--- config.mk ---
export PLATFORM = sky130hd
export DESIGN_NAME = kway_merge_dedup_count
export DESIGN_NICKNAME = d
export VERILOG_FILES = /design/src/rtl/kmdc_pkg.sv /design/src/rtl/kway_merge_dedup_count.sv /design/src/rtl/kmdc_head_mem.sv
export VERILOG_INCLUDE_DIRS = /design/src /design/src/rtl
export SDC_FILE = /design/constraint.sdc
export NUM_CORES = 2
export LEC_CHECK = 0
export BUFFER_PORTS_ARGS = -buffer_cell sky130_fd_sc_hd__buf_4
export CAP_MARGIN = 5
export CORE_MARGIN = 3
export CORE_UTILIZATION = 48
export CTS_CLUSTER_SIZE = 28
export DETAILED_ROUTE_END_ITERATION = 16
export MAX_ROUTING_LAYER = met4
export PLACE_DENSITY_LB_ADDON = 0.3
export SKIP_CTS_REPAIR_TIMING = 1
export SLEW_MARGIN = 20
export SYNTH_ARGS = -nofsm -noshare
export SYNTH_HDL_FRONTEND = slang
export SYNTH_SLANG_ARGS = --single-unit
--- constraint.sdc ---
create_clock -name clk -period 50 [get_ports clk]
set_clock_uncertainty 0.1 [all_clocks]
set_input_delay 0 -clock clk [delete_from_list [all_inputs] [get_ports clk]]
set_output_delay 0 -clock clk [all_outputs]
set_load 0.02 [all_outputs]
--- src/rtl/assert_macros.svh ---
// Assertion macros for the merge block RTL.
// Depends on nothing; included by files that carry concurrent checks.
`ifndef ASSERT_MACROS_SVH
`define ASSERT_MACROS_SVH

`ifndef NO_ASSERTIONS

// Same-cycle implication, disabled during reset.
`define ASSERT_IMPL(label, clk, rst_n, cond, expct) \
  label: assert property (@(posedge clk) disable iff (!rst_n) (cond) |-> (expct)) \
    else $error("assertion failed: implication");

// Next-cycle implication, disabled during reset.
`define ASSERT_NEXT(label, clk, rst_n, cond, expct) \
  label: assert property (@(posedge clk) disable iff (!rst_n) (cond) |=> (expct)) \
    else $error("assertion failed: next-cycle implication");

`else

`define ASSERT_IMPL(label, clk, rst_n, cond, expct)
`define ASSERT_NEXT(label, clk, rst_n, cond, expct)

`endif

`endif

--- src/rtl/kmdc_pkg.sv ---
// Shared types and constants for the k-way merge with duplicate combine.
// No dependencies; imported by the head memory and the top level.
`default_nettype none

package kmdc_pkg;

  localparam int unsigned DEF_WAYS    = 8;
  localparam int unsigned KEY_W       = 64;
  localparam int unsigned CNT_W       = 64;
  localparam int unsigned WAY_W       = 3;
  localparam int unsigned LIMIT_W     = 32;
  localparam int unsigned MASK_W      = 8;
  localparam logic [LIMIT_W-1:0] LIMIT_RESET = '1;

  // Input item opcodes
  localparam logic FUNC_PUSH  = 1'b0;
  localparam logic FUNC_CLOSE = 1'b1;

  // One way head as stored in memory
  typedef struct packed {
    logic [KEY_W-1:0] major;
    logic [KEY_W-1:0] minor;
    logic [CNT_W-1:0] tally;
  } head_t;

  // Sequencer states
  typedef enum logic [4:0] {
    ST_IDLE   = 5'b00001,
    ST_EVAL   = 5'b00010,
    ST_SCAN   = 5'b00100,
    ST_DRAIN  = 5'b01000,
    ST_FINISH = 5'b10000
  } state_t;

endpackage

`default_nettype wire

--- src/rtl/kway_merge_dedup_count.sv ---
// K-way merge of sorted (major key, minor key, count) streams, equal keys combined.
// Depends on kmdc_pkg, kmdc_head_mem and assert_macros.svh.
//
//  channel | signals                                        | direction
//  in      | in_valid/in_ready, in_func, in_way, keys, count | push head or close way
//  out     | out_valid/out_ready, keys, count, mask, flags  | one merged item or done
//  cfg     | cfg_we, cfg_wdata                              | result limit write
//
// An item that completes the set of heads steps through accept, evaluate, one head
// read per cycle from the single read port of the head memory, a fold of the last
// head and retire. Other items: accept and evaluate; after done, items are dropped.
// rst_n is synchronous; it clears control state, the head memory is not cleared.
// A result waits in the output register while new items are accepted; a result due
// while that register is occupied holds the sequencer in evaluate or retire.
`default_nettype none

`include "assert_macros.svh"

module kway_merge_dedup_count #(
  parameter int unsigned WAYS = kmdc_pkg::DEF_WAYS
) (
  input  wire logic                          clk,
  input  wire logic                          rst_n,
  // input channel
  input  wire logic                          in_valid,
  output      logic                          in_ready,
  input  wire logic                          in_func,
  input  wire logic [kmdc_pkg::WAY_W-1:0]    in_way,
  input  wire logic [kmdc_pkg::KEY_W-1:0]    in_major_key,
  input  wire logic [kmdc_pkg::KEY_W-1:0]    in_minor_key,
  input  wire logic [kmdc_pkg::CNT_W-1:0]    in_entry_count,
  // result channel
  output      logic                          out_valid,
  input  wire logic                          out_ready,
  output      logic [kmdc_pkg::KEY_W-1:0]    out_major_key,
  output      logic [kmdc_pkg::KEY_W-1:0]    out_minor_key,
  output      logic [kmdc_pkg::CNT_W-1:0]    out_count,
  output      logic [kmdc_pkg::MASK_W-1:0]   out_refill_mask,
  output      logic                          out_done_res,
  output      logic                          out_has_entry,
  // configuration
  input  wire logic                          cfg_we,
  input  wire logic [kmdc_pkg::LIMIT_W-1:0]  cfg_wdata
);
  import kmdc_pkg::*;

  localparam int unsigned IDX_W = $clog2(WAYS);
  localparam logic [IDX_W-1:0] LAST_IDX = IDX_W'(WAYS - 1);

  // Control state
  state_t               st_r, st_nxt;
  logic [WAYS-1:0]      valid_r, valid_nxt;
  logic [WAYS-1:0]      closed_r, closed_nxt;
  logic [LIMIT_W-1:0]   emitted_r, emitted_nxt;
  logic [LIMIT_W-1:0]   limit_r;
  logic                 fin_r, fin_nxt;
  logic [IDX_W-1:0]     rd_idx_r, rd_idx_nxt;
  logic                 p_vld_r, p_vld_nxt;
  logic [IDX_W-1:0]     p_idx_r, p_idx_nxt;
  logic                 out_valid_r, out_valid_nxt;

  // Running minimum
  logic                 found_r, found_nxt;
  logic [KEY_W-1:0]     ml_r, ml_nxt;
  logic [KEY_W-1:0]     mr_r, mr_nxt;
  logic [CNT_W-1:0]     sum_r, sum_nxt;
  logic [WAYS-1:0]      taken_r, taken_nxt;

  // Output payload
  logic [KEY_W-1:0]     out_kl_r, out_kr_r;
  logic [CNT_W-1:0]     out_cnt_r;
  logic [MASK_W-1:0]    out_mask_r;
  logic                 out_done_r, out_has_r;

  // Result to load
  logic                 load;
  logic [KEY_W-1:0]     res_kl, res_kr;
  logic [CNT_W-1:0]     res_cnt;
  logic [MASK_W-1:0]    res_mask;
  logic                 res_done, res_has;

  // Input decode
  logic                 in_fire;
  logic                 way_ok;
  logic [IDX_W-1:0]     way_idx;
  logic [WAYS-1:0]      way_bit;
  logic                 push_ok;
  head_t                wr_head;
  head_t                rd_head;

  // Merge helpers
  logic                 slot_free;
  logic                 lim_hit;
  logic                 all_closed;
  logic                 pick_ok;
  logic                 head_less;
  logic                 head_eq;
  logic [CNT_W:0]       sum_wide;
  logic [CNT_W-1:0]     sum_sat;
  logic [WAYS-1:0]      p_bit;
  logic [WAYS-1:0]      valid_left;
  logic [LIMIT_W:0]     emit_inc;
  logic                 fin_after;
  logic [WAYS-1:0]      mask_w;

  assign in_ready  = (st_r == ST_IDLE);
  assign in_fire   = in_valid && in_ready;
  assign way_ok    = (32'(in_way) < 32'(WAYS));
  assign way_idx   = IDX_W'(in_way);
  assign way_bit   = way_ok ? (WAYS'(1) << way_idx) : '0;
  assign push_ok   = in_fire && !fin_r && way_ok && (in_func == FUNC_PUSH) &&
                     !closed_r[way_idx] && !valid_r[way_idx];

  assign wr_head = '{major: in_major_key, minor: in_minor_key, tally: in_entry_count};

  kmdc_head_mem #(
    .DEPTH (WAYS)
  ) u_head_mem (
    .clk     (clk),
    .wr_en   (push_ok),
    .wr_addr (way_idx),
    .wr_data (wr_head),
    .rd_en   (st_r == ST_SCAN),
    .rd_addr (rd_idx_r),
    .rd_data (rd_head)
  );

  // Merge conditions on the committed state
  assign slot_free  = !out_valid_r || out_ready;
  assign lim_hit    = (emitted_r >= limit_r);
  assign all_closed = &closed_r;
  assign pick_ok    = (&(valid_r | closed_r)) && (|valid_r);

  // Compare and combine one head against the running minimum
  assign head_less = (rd_head.major < ml_r) ||
                     ((rd_head.major == ml_r) && (rd_head.minor < mr_r));
  assign head_eq   = (rd_head.major == ml_r) && (rd_head.minor == mr_r);
  assign sum_wide  = {1'b0, sum_r} + {1'b0, rd_head.tally};
  assign sum_sat   = sum_wide[CNT_W] ? '1 : sum_wide[CNT_W-1:0];
  assign p_bit     = WAYS'(1) << p_idx_r;

  // Retire terms
  assign valid_left = valid_r & ~taken_r;
  assign emit_inc   = {1'b0, emitted_r} + (LIMIT_W+1)'(1);
  assign fin_after  = (emit_inc >= {1'b0, limit_r}) || (all_closed && !(|valid_left));
  assign mask_w     = taken_r & ~closed_r;

  // Sequencer
  always_comb begin
    st_nxt      = st_r;
    valid_nxt   = valid_r;
    closed_nxt  = closed_r;
    emitted_nxt = emitted_r;
    fin_nxt     = fin_r;
    rd_idx_nxt  = rd_idx_r;
    p_vld_nxt   = p_vld_r;
    p_idx_nxt   = p_idx_r;
    found_nxt   = found_r;
    ml_nxt      = ml_r;
    mr_nxt      = mr_r;
    sum_nxt     = sum_r;
    taken_nxt   = taken_r;
    load        = 1'b0;
    res_kl      = '0;
    res_kr      = '0;
    res_cnt     = '0;
    res_mask    = '0;
    res_done    = 1'b0;
    res_has     = 1'b0;

    // Fold the head read last cycle
    if ((st_r == ST_SCAN || st_r == ST_DRAIN) && p_vld_r && valid_r[p_idx_r]) begin
      if (!found_r || head_less) begin
        found_nxt = 1'b1;
        ml_nxt    = rd_head.major;
        mr_nxt    = rd_head.minor;
        sum_nxt   = rd_head.tally;
        taken_nxt = p_bit;
      end else if (head_eq) begin
        sum_nxt   = sum_sat;
        taken_nxt = taken_r | p_bit;
      end
    end

    case (st_r)
      ST_IDLE: begin
        // Apply push or close; drop everything once finished
        if (in_fire && !fin_r) begin
          if (push_ok) begin
            valid_nxt = valid_r | way_bit;
          end
          if (in_func == FUNC_CLOSE) begin
            closed_nxt = closed_r | way_bit;
          end
          st_nxt = ST_EVAL;
        end
      end
      ST_EVAL: begin
        if (lim_hit || (all_closed && !(|valid_r))) begin
          // Done without an entry
          if (slot_free) begin
            load     = 1'b1;
            res_done = 1'b1;
            fin_nxt  = 1'b1;
            st_nxt   = ST_IDLE;
          end
        end else if (pick_ok) begin
          rd_idx_nxt = '0;
          p_vld_nxt  = 1'b0;
          found_nxt  = 1'b0;
          taken_nxt  = '0;
          st_nxt     = ST_SCAN;
        end else begin
          st_nxt = ST_IDLE;
        end
      end
      ST_SCAN: begin
        // Issue one head read per cycle
        p_vld_nxt = 1'b1;
        p_idx_nxt = rd_idx_r;
        if (rd_idx_r == LAST_IDX) begin
          st_nxt = ST_DRAIN;
        end else begin
          rd_idx_nxt = rd_idx_r + IDX_W'(1);
        end
      end
      ST_DRAIN: begin
        p_vld_nxt = 1'b0;
        st_nxt    = ST_FINISH;
      end
      ST_FINISH: begin
        // Retire the consumed heads and hand out the merged item
        if (slot_free) begin
          load        = 1'b1;
          res_kl      = ml_r;
          res_kr      = mr_r;
          res_cnt     = sum_r;
          res_mask    = MASK_W'(mask_w);
          res_done    = fin_after;
          res_has     = 1'b1;
          valid_nxt   = valid_left;
          emitted_nxt = emit_inc[LIMIT_W-1:0];
          fin_nxt     = fin_after;
          st_nxt      = ST_IDLE;
        end
      end
      default: begin
        st_nxt = ST_IDLE;
      end
    endcase
  end

  // Output valid: drop on take, raise on load
  always_comb begin
    out_valid_nxt = out_valid_r && !out_ready;
    if (load) begin
      out_valid_nxt = 1'b1;
    end
  end

  // Control registers
  always_ff @(posedge clk) begin
    if (!rst_n) begin
      st_r        <= ST_IDLE;
      valid_r     <= '0;
      closed_r    <= '0;
      emitted_r   <= '0;
      fin_r       <= 1'b0;
      limit_r     <= LIMIT_RESET;
      rd_idx_r    <= '0;
      p_vld_r     <= 1'b0;
      found_r     <= 1'b0;
      taken_r     <= '0;
      out_valid_r <= 1'b0;
    end else begin
      st_r        <= st_nxt;
      valid_r     <= valid_nxt;
      closed_r    <= closed_nxt;
      emitted_r   <= emitted_nxt;
      fin_r       <= fin_nxt;
      rd_idx_r    <= rd_idx_nxt;
      p_vld_r     <= p_vld_nxt;
      found_r     <= found_nxt;
      taken_r     <= taken_nxt;
      out_valid_r <= out_valid_nxt;
      if (cfg_we) begin
        limit_r <= cfg_wdata;
      end
    end
  end

  // Datapath registers
  always_ff @(posedge clk) begin
    p_idx_r <= p_idx_nxt;
    ml_r    <= ml_nxt;
    mr_r    <= mr_nxt;
    sum_r   <= sum_nxt;
    if (load) begin
      out_kl_r   <= res_kl;
      out_kr_r   <= res_kr;
      out_cnt_r  <= res_cnt;
      out_mask_r <= res_mask;
      out_done_r <= res_done;
      out_has_r  <= res_has;
    end
  end

  assign out_valid       = out_valid_r;
  assign out_major_key   = out_kl_r;
  assign out_minor_key   = out_kr_r;
  assign out_count       = out_cnt_r;
  assign out_refill_mask = out_mask_r;
  assign out_done_res    = out_done_r;
  assign out_has_entry   = out_has_r;

  // Checks
  `ASSERT_NEXT(a_accept_eval, clk, rst_n, in_fire && !fin_r, st_r == ST_EVAL)
  `ASSERT_IMPL(a_bare_done, clk, rst_n, out_valid_r && !out_has_r, out_done_r)
  `ASSERT_NEXT(a_fin_sticky, clk, rst_n, fin_r, fin_r)
  `ASSERT_IMPL(a_fin_idle, clk, rst_n, fin_r, st_r == ST_IDLE)

endmodule

`default_nettype wire

--- src/rtl/kmdc_head_mem.sv ---
// Head entry memory: one write port, one registered read port.
// Depends on kmdc_pkg for the head entry type.
`default_nettype none

module kmdc_head_mem #(
  parameter int unsigned DEPTH = kmdc_pkg::DEF_WAYS,
  localparam int unsigned AW = $clog2(DEPTH)
) (
  input  wire logic             clk,
  input  wire logic             wr_en,
  input  wire logic [AW-1:0]    wr_addr,
  input  wire kmdc_pkg::head_t  wr_data,
  input  wire logic             rd_en,
  input  wire logic [AW-1:0]    rd_addr,
  output kmdc_pkg::head_t       rd_data
);
  import kmdc_pkg::*;

  head_t mem [DEPTH];
  head_t rd_data_r;

  // Write the pushed head
  always_ff @(posedge clk) begin
    if (wr_en) begin
      mem[wr_addr] <= wr_data;
    end
  end

  // Registered read; rd_data holds its value while rd_en is low
  always_ff @(posedge clk) begin
    if (rd_en) begin
      rd_data_r <= mem[rd_addr];
    end
  end

  assign rd_data = rd_data_r;

endmodule

`default_nettype wire
==> out/results.tsv <==
stage	metric	value	unit
outcome	status	completed	
placement	GP Congestion	0.869	
route	vias per cell	5.56	
sta	Max Slew Vio Count	0	
setup_path	slowest cell delay on critical path	0.72	ns
setup_path	Req. time, crit path	50.61	ns
logic_synthesis	Synth top area share	0.711	
logic_synthesis	cell count after synthesis	4825	
grt	grt ovf	0	
clocking	Clock transition at path regs	0.06	ns
grt	largest net degree at the start of global routing	130	
sta	RSZ-0062 raised after global routing	false	
sta	setup violators final	0	
clocking	Clock Path Buffers	3	
logic_synthesis	mapped cell area	0.0897	mm²
route	DRT Wirelength	208000	µm
cells_and_area	layout cell share with drive strength beyond 1	0.238	
setup_path	R2R setup slack	45.10	ns
route	WL per Instance	24.3	µm
route	Initial DRC Count	3958	
cells_and_area	fin nets	6374	
floorplan	Initial Utilization	0.483	
route	DRC violations left	0	
setup_path	critical path's slowest cell	nor4_1	
clocking	CTS HTree Levels	4	
logic_synthesis	ys async rst share	0	
setup_path	CP Cell Sequence	ha_1, nand4_1, nor4_1, and2_1, o2111ai_1, a2111o_1, nand2_2, a21oi_4, buf_4, nor3_2, buf_12, nor2_1, a22o_1	
logic_synthesis	Mapped Avg Cell Area	18.6	µm²
sta	Peak Freq	204	MHz
setup_path	crit path to	taken_r[2]	
setup_path	CP Launch Point	u_head_mem.rd_data[183]	
grt	first-pass GRT wire length	303000	µm
floorplan	Core ar.	0.186	mm²
setup_path	Worst R2R End	taken_r[2]	
route	wire length on met2	106000	µm
placement	pre-CTS setup slack	45.02	ns
route	WL met3	10000	µm
placement	IO buf count	436	
logic_synthesis	synth top area cells	edfxtp_1, mux4_2, ha_1	
route	max layer used	met4	
setup_path	WP depth	13	
logic_synthesis	warning count from the yosys run	0	
clocking	clock tree root buffer cell	clkbuf_16	
setup_path	top cell family by delay on the critical path	simple AND/OR/NAND/NOR gates	
floorplan	Die X	438	µm
placement	DP Wirelength	122000	µm
sta	worst rel slew slack	0.253	
logic_synthesis	commonest cells in the netlist	edfxtp_1, mux4_2, ha_1	
setup_path	crit end category	flop	
sta	setup TNS	0	ns
cells_and_area	synth-to-layout area growth	21.0	%
sta	final hold vios	0	
route	ANT nets after route	0	
setup_path	CP bufs+invs	2	
floorplan	die height	438	µm
floorplan	IO Pins	437	
route	Via Count	47585	
setup_path	CP arrival	5.52	ns
cells_and_area	Multi-input gate area	0.0224	mm²
power_and_ir_drop	Power Density	35.0	mW/mm²
clocking	worst skew pair latency	0.85	ns
grt	initial antenna violation count	35	
cells_and_area	FF/Latch Area	0.0658	mm²
setup_path	reg2reg start	u_head_mem.rd_data[183]	
sta	fin crit share	0.0980	
floorplan	full die area	0.192	mm²
logic_synthesis	Seq/Total Area, Yosys	0.734	
setup_path	cells on worst reg2reg path	13	
route	Metal-1 WL	85600	µm
logic_synthesis	flops & latches, synth	2225	
power_and_ir_drop	Leak	36.4	nW
clocking	CTS Sinks	2225	
setup_path	nature of the critical path startpoint	flop	
sta	post-route setup slack	45.10	ns
logic_synthesis	EDFF count, synth	2125	
sta	min Tclk post-route	4.90	ns
min_path	Hold Crit Class	input pin to flop	
grt	vias in the first global route	46791	
logic_synthesis	most numerous cell in the Yosys netlist	edfxtp_1	
clocking	TritonCTS buffer count	219	
logic_synthesis	Main synth FF type	edfxtp_1	
logic_synthesis	syn_nets	5318	
clocking	CTS tree	done	
logic_synthesis	largest area contributor in the netlist	edfxtp_1	
power_and_ir_drop	Max VDD drop	0.0321	mV
sta	Tightest Pin Transition	1.12	ns
setup_path	crit-path max FO	129	
floorplan	row cnt	158	
logic_synthesis	Yosys cell types	86	
route	drt pass-1 iters	5	
grt	Total GRT Usage	0.219	
cells_and_area	filler instances	13625	
job	total of max-cap violations	0	
setup_path	classification of the worst setup path	flop to flop	
==> worst min-delay path, stage by stage <==
cell	delay, ns
dlygate4sd3_1	0.54
buf_4	0.17
o21ai_0	0.17
nor3_1	0.06
==> worst min-delay path by stage <==
stage | end | slack [ns] | from | cells past startpoint
floorplan | u_head_mem.mem[0][0] | -0.001 | in_entry_count[0] | 0
global placement | limit_r[14] | 0.12 | cfg_wdata[14] | 3
detailed placement | limit_r[0] | 0.12 | cfg_wdata[0] | 3
CTS | limit_r[0] | -0.83 | cfg_wdata[0] | 3
global route | st_r[3] | 0.005 | rst_n | 4
finish | st_r[3] | 0.05 | rst_n | 4
==> logic make-up after synthesis <==
kind of cell             share of synthesized area
AO/OA/AOI/OAI                               0.0421
buffers and inverters                       0.0170
XOR/XNOR                                    0.0107
multiplexers                                 0.121
adder cells (fa/ha/maj)                     0.0363
AND/OR/NAND/NOR                             0.0387
flip-flops                                   0.734
==> per-layer routing <==
layer	track usage	vias to the layer above
met5	-	-
met2	0.363	1432
met3	0.0336	359
met4	0.0668	0
met1	0.281	24370
li1	-	21424
==> layout by cell type (no fill, tap or decap), types with 8 or more instances in the layout <==
cell,n
o21bai_1,8
nand3_1,46
dfxtp_1,97
nor2_1,233
a21boi_0,18
clkbuf_16,223
o21ai_0,79
mux4_2,387
mux2_2,192
ha_1,259
and2_1,95
clkinv_1,48
or3_1,12
clkbuf_1,33
nand2b_1,14
a21o_1,62
diode_2,19
o211ai_1,46
xor2_1,44
o21a_1,16
nor4_1,12
a211oi_1,18
xnor2_1,66
clkinv_4,9
buf_4,492
inv_1,195
clkinvlp_4,15
a21oi_1,136
and3_1,9
nand2_1,154
o22a_1,64
a31oi_1,10
nand4_1,61
dlygate4sd3_1,525
clkinv_2,37
nor2b_1,24
bufinv_16,27
nor3_1,28
edfxtp_1,2125
==> flip-flops by register name, indices dropped and copies added (netlist names), 64 cells and up <==
name and count:
sum_r 64, u_head_mem.rd_data 192, mr_r 64, out_major_key 64
out_count 64, out_minor_key 64, ml_r 64, u_head_mem.mem 1536
==> area by class of cell <==
cell class | count | area share
well taps | 2480 | 0.0286
clock buffers | 257 | 0.0527
repair buffers | 1023 | 0.0835
clock inverters | 149 | 0.0146
multi-input cells | 2214 | 0.207
inverters | 198 | 0.00693
diodes | 19 | 0.000438
flip-flops and latches | 2225 | 0.606
==> metrics by stage <==
stage                     cells  instance area [µm²]  utilization  total power [mW]  hold WS (ns)
after floorplan            4825                89700            -              2.11      -0.00113
after global placement     7615                95900        0.517              2.14         0.118
after detailed placement   7615                95900        0.517              2.14         0.122
after CTS                  8021               103000        0.556              3.80        -0.832
after global routing       8563               109000        0.585              3.92       0.00491
final                      8565               109000        0.585              3.80        0.0475
==> power breakdown <==
| part | switching [mW] | leakage, nW | total, mW | internal, mW |
|---|---|---|---|---|
| logic | 0.0444 | 13.3 | 0.0919 | 0.0475 |
| registers | 0.00330 | 19.5 | 2.05 | 2.05 |
| clock network | 0.700 | 3.53 | 1.66 | 0.959 |
Power figures use the tool's default switching activity.
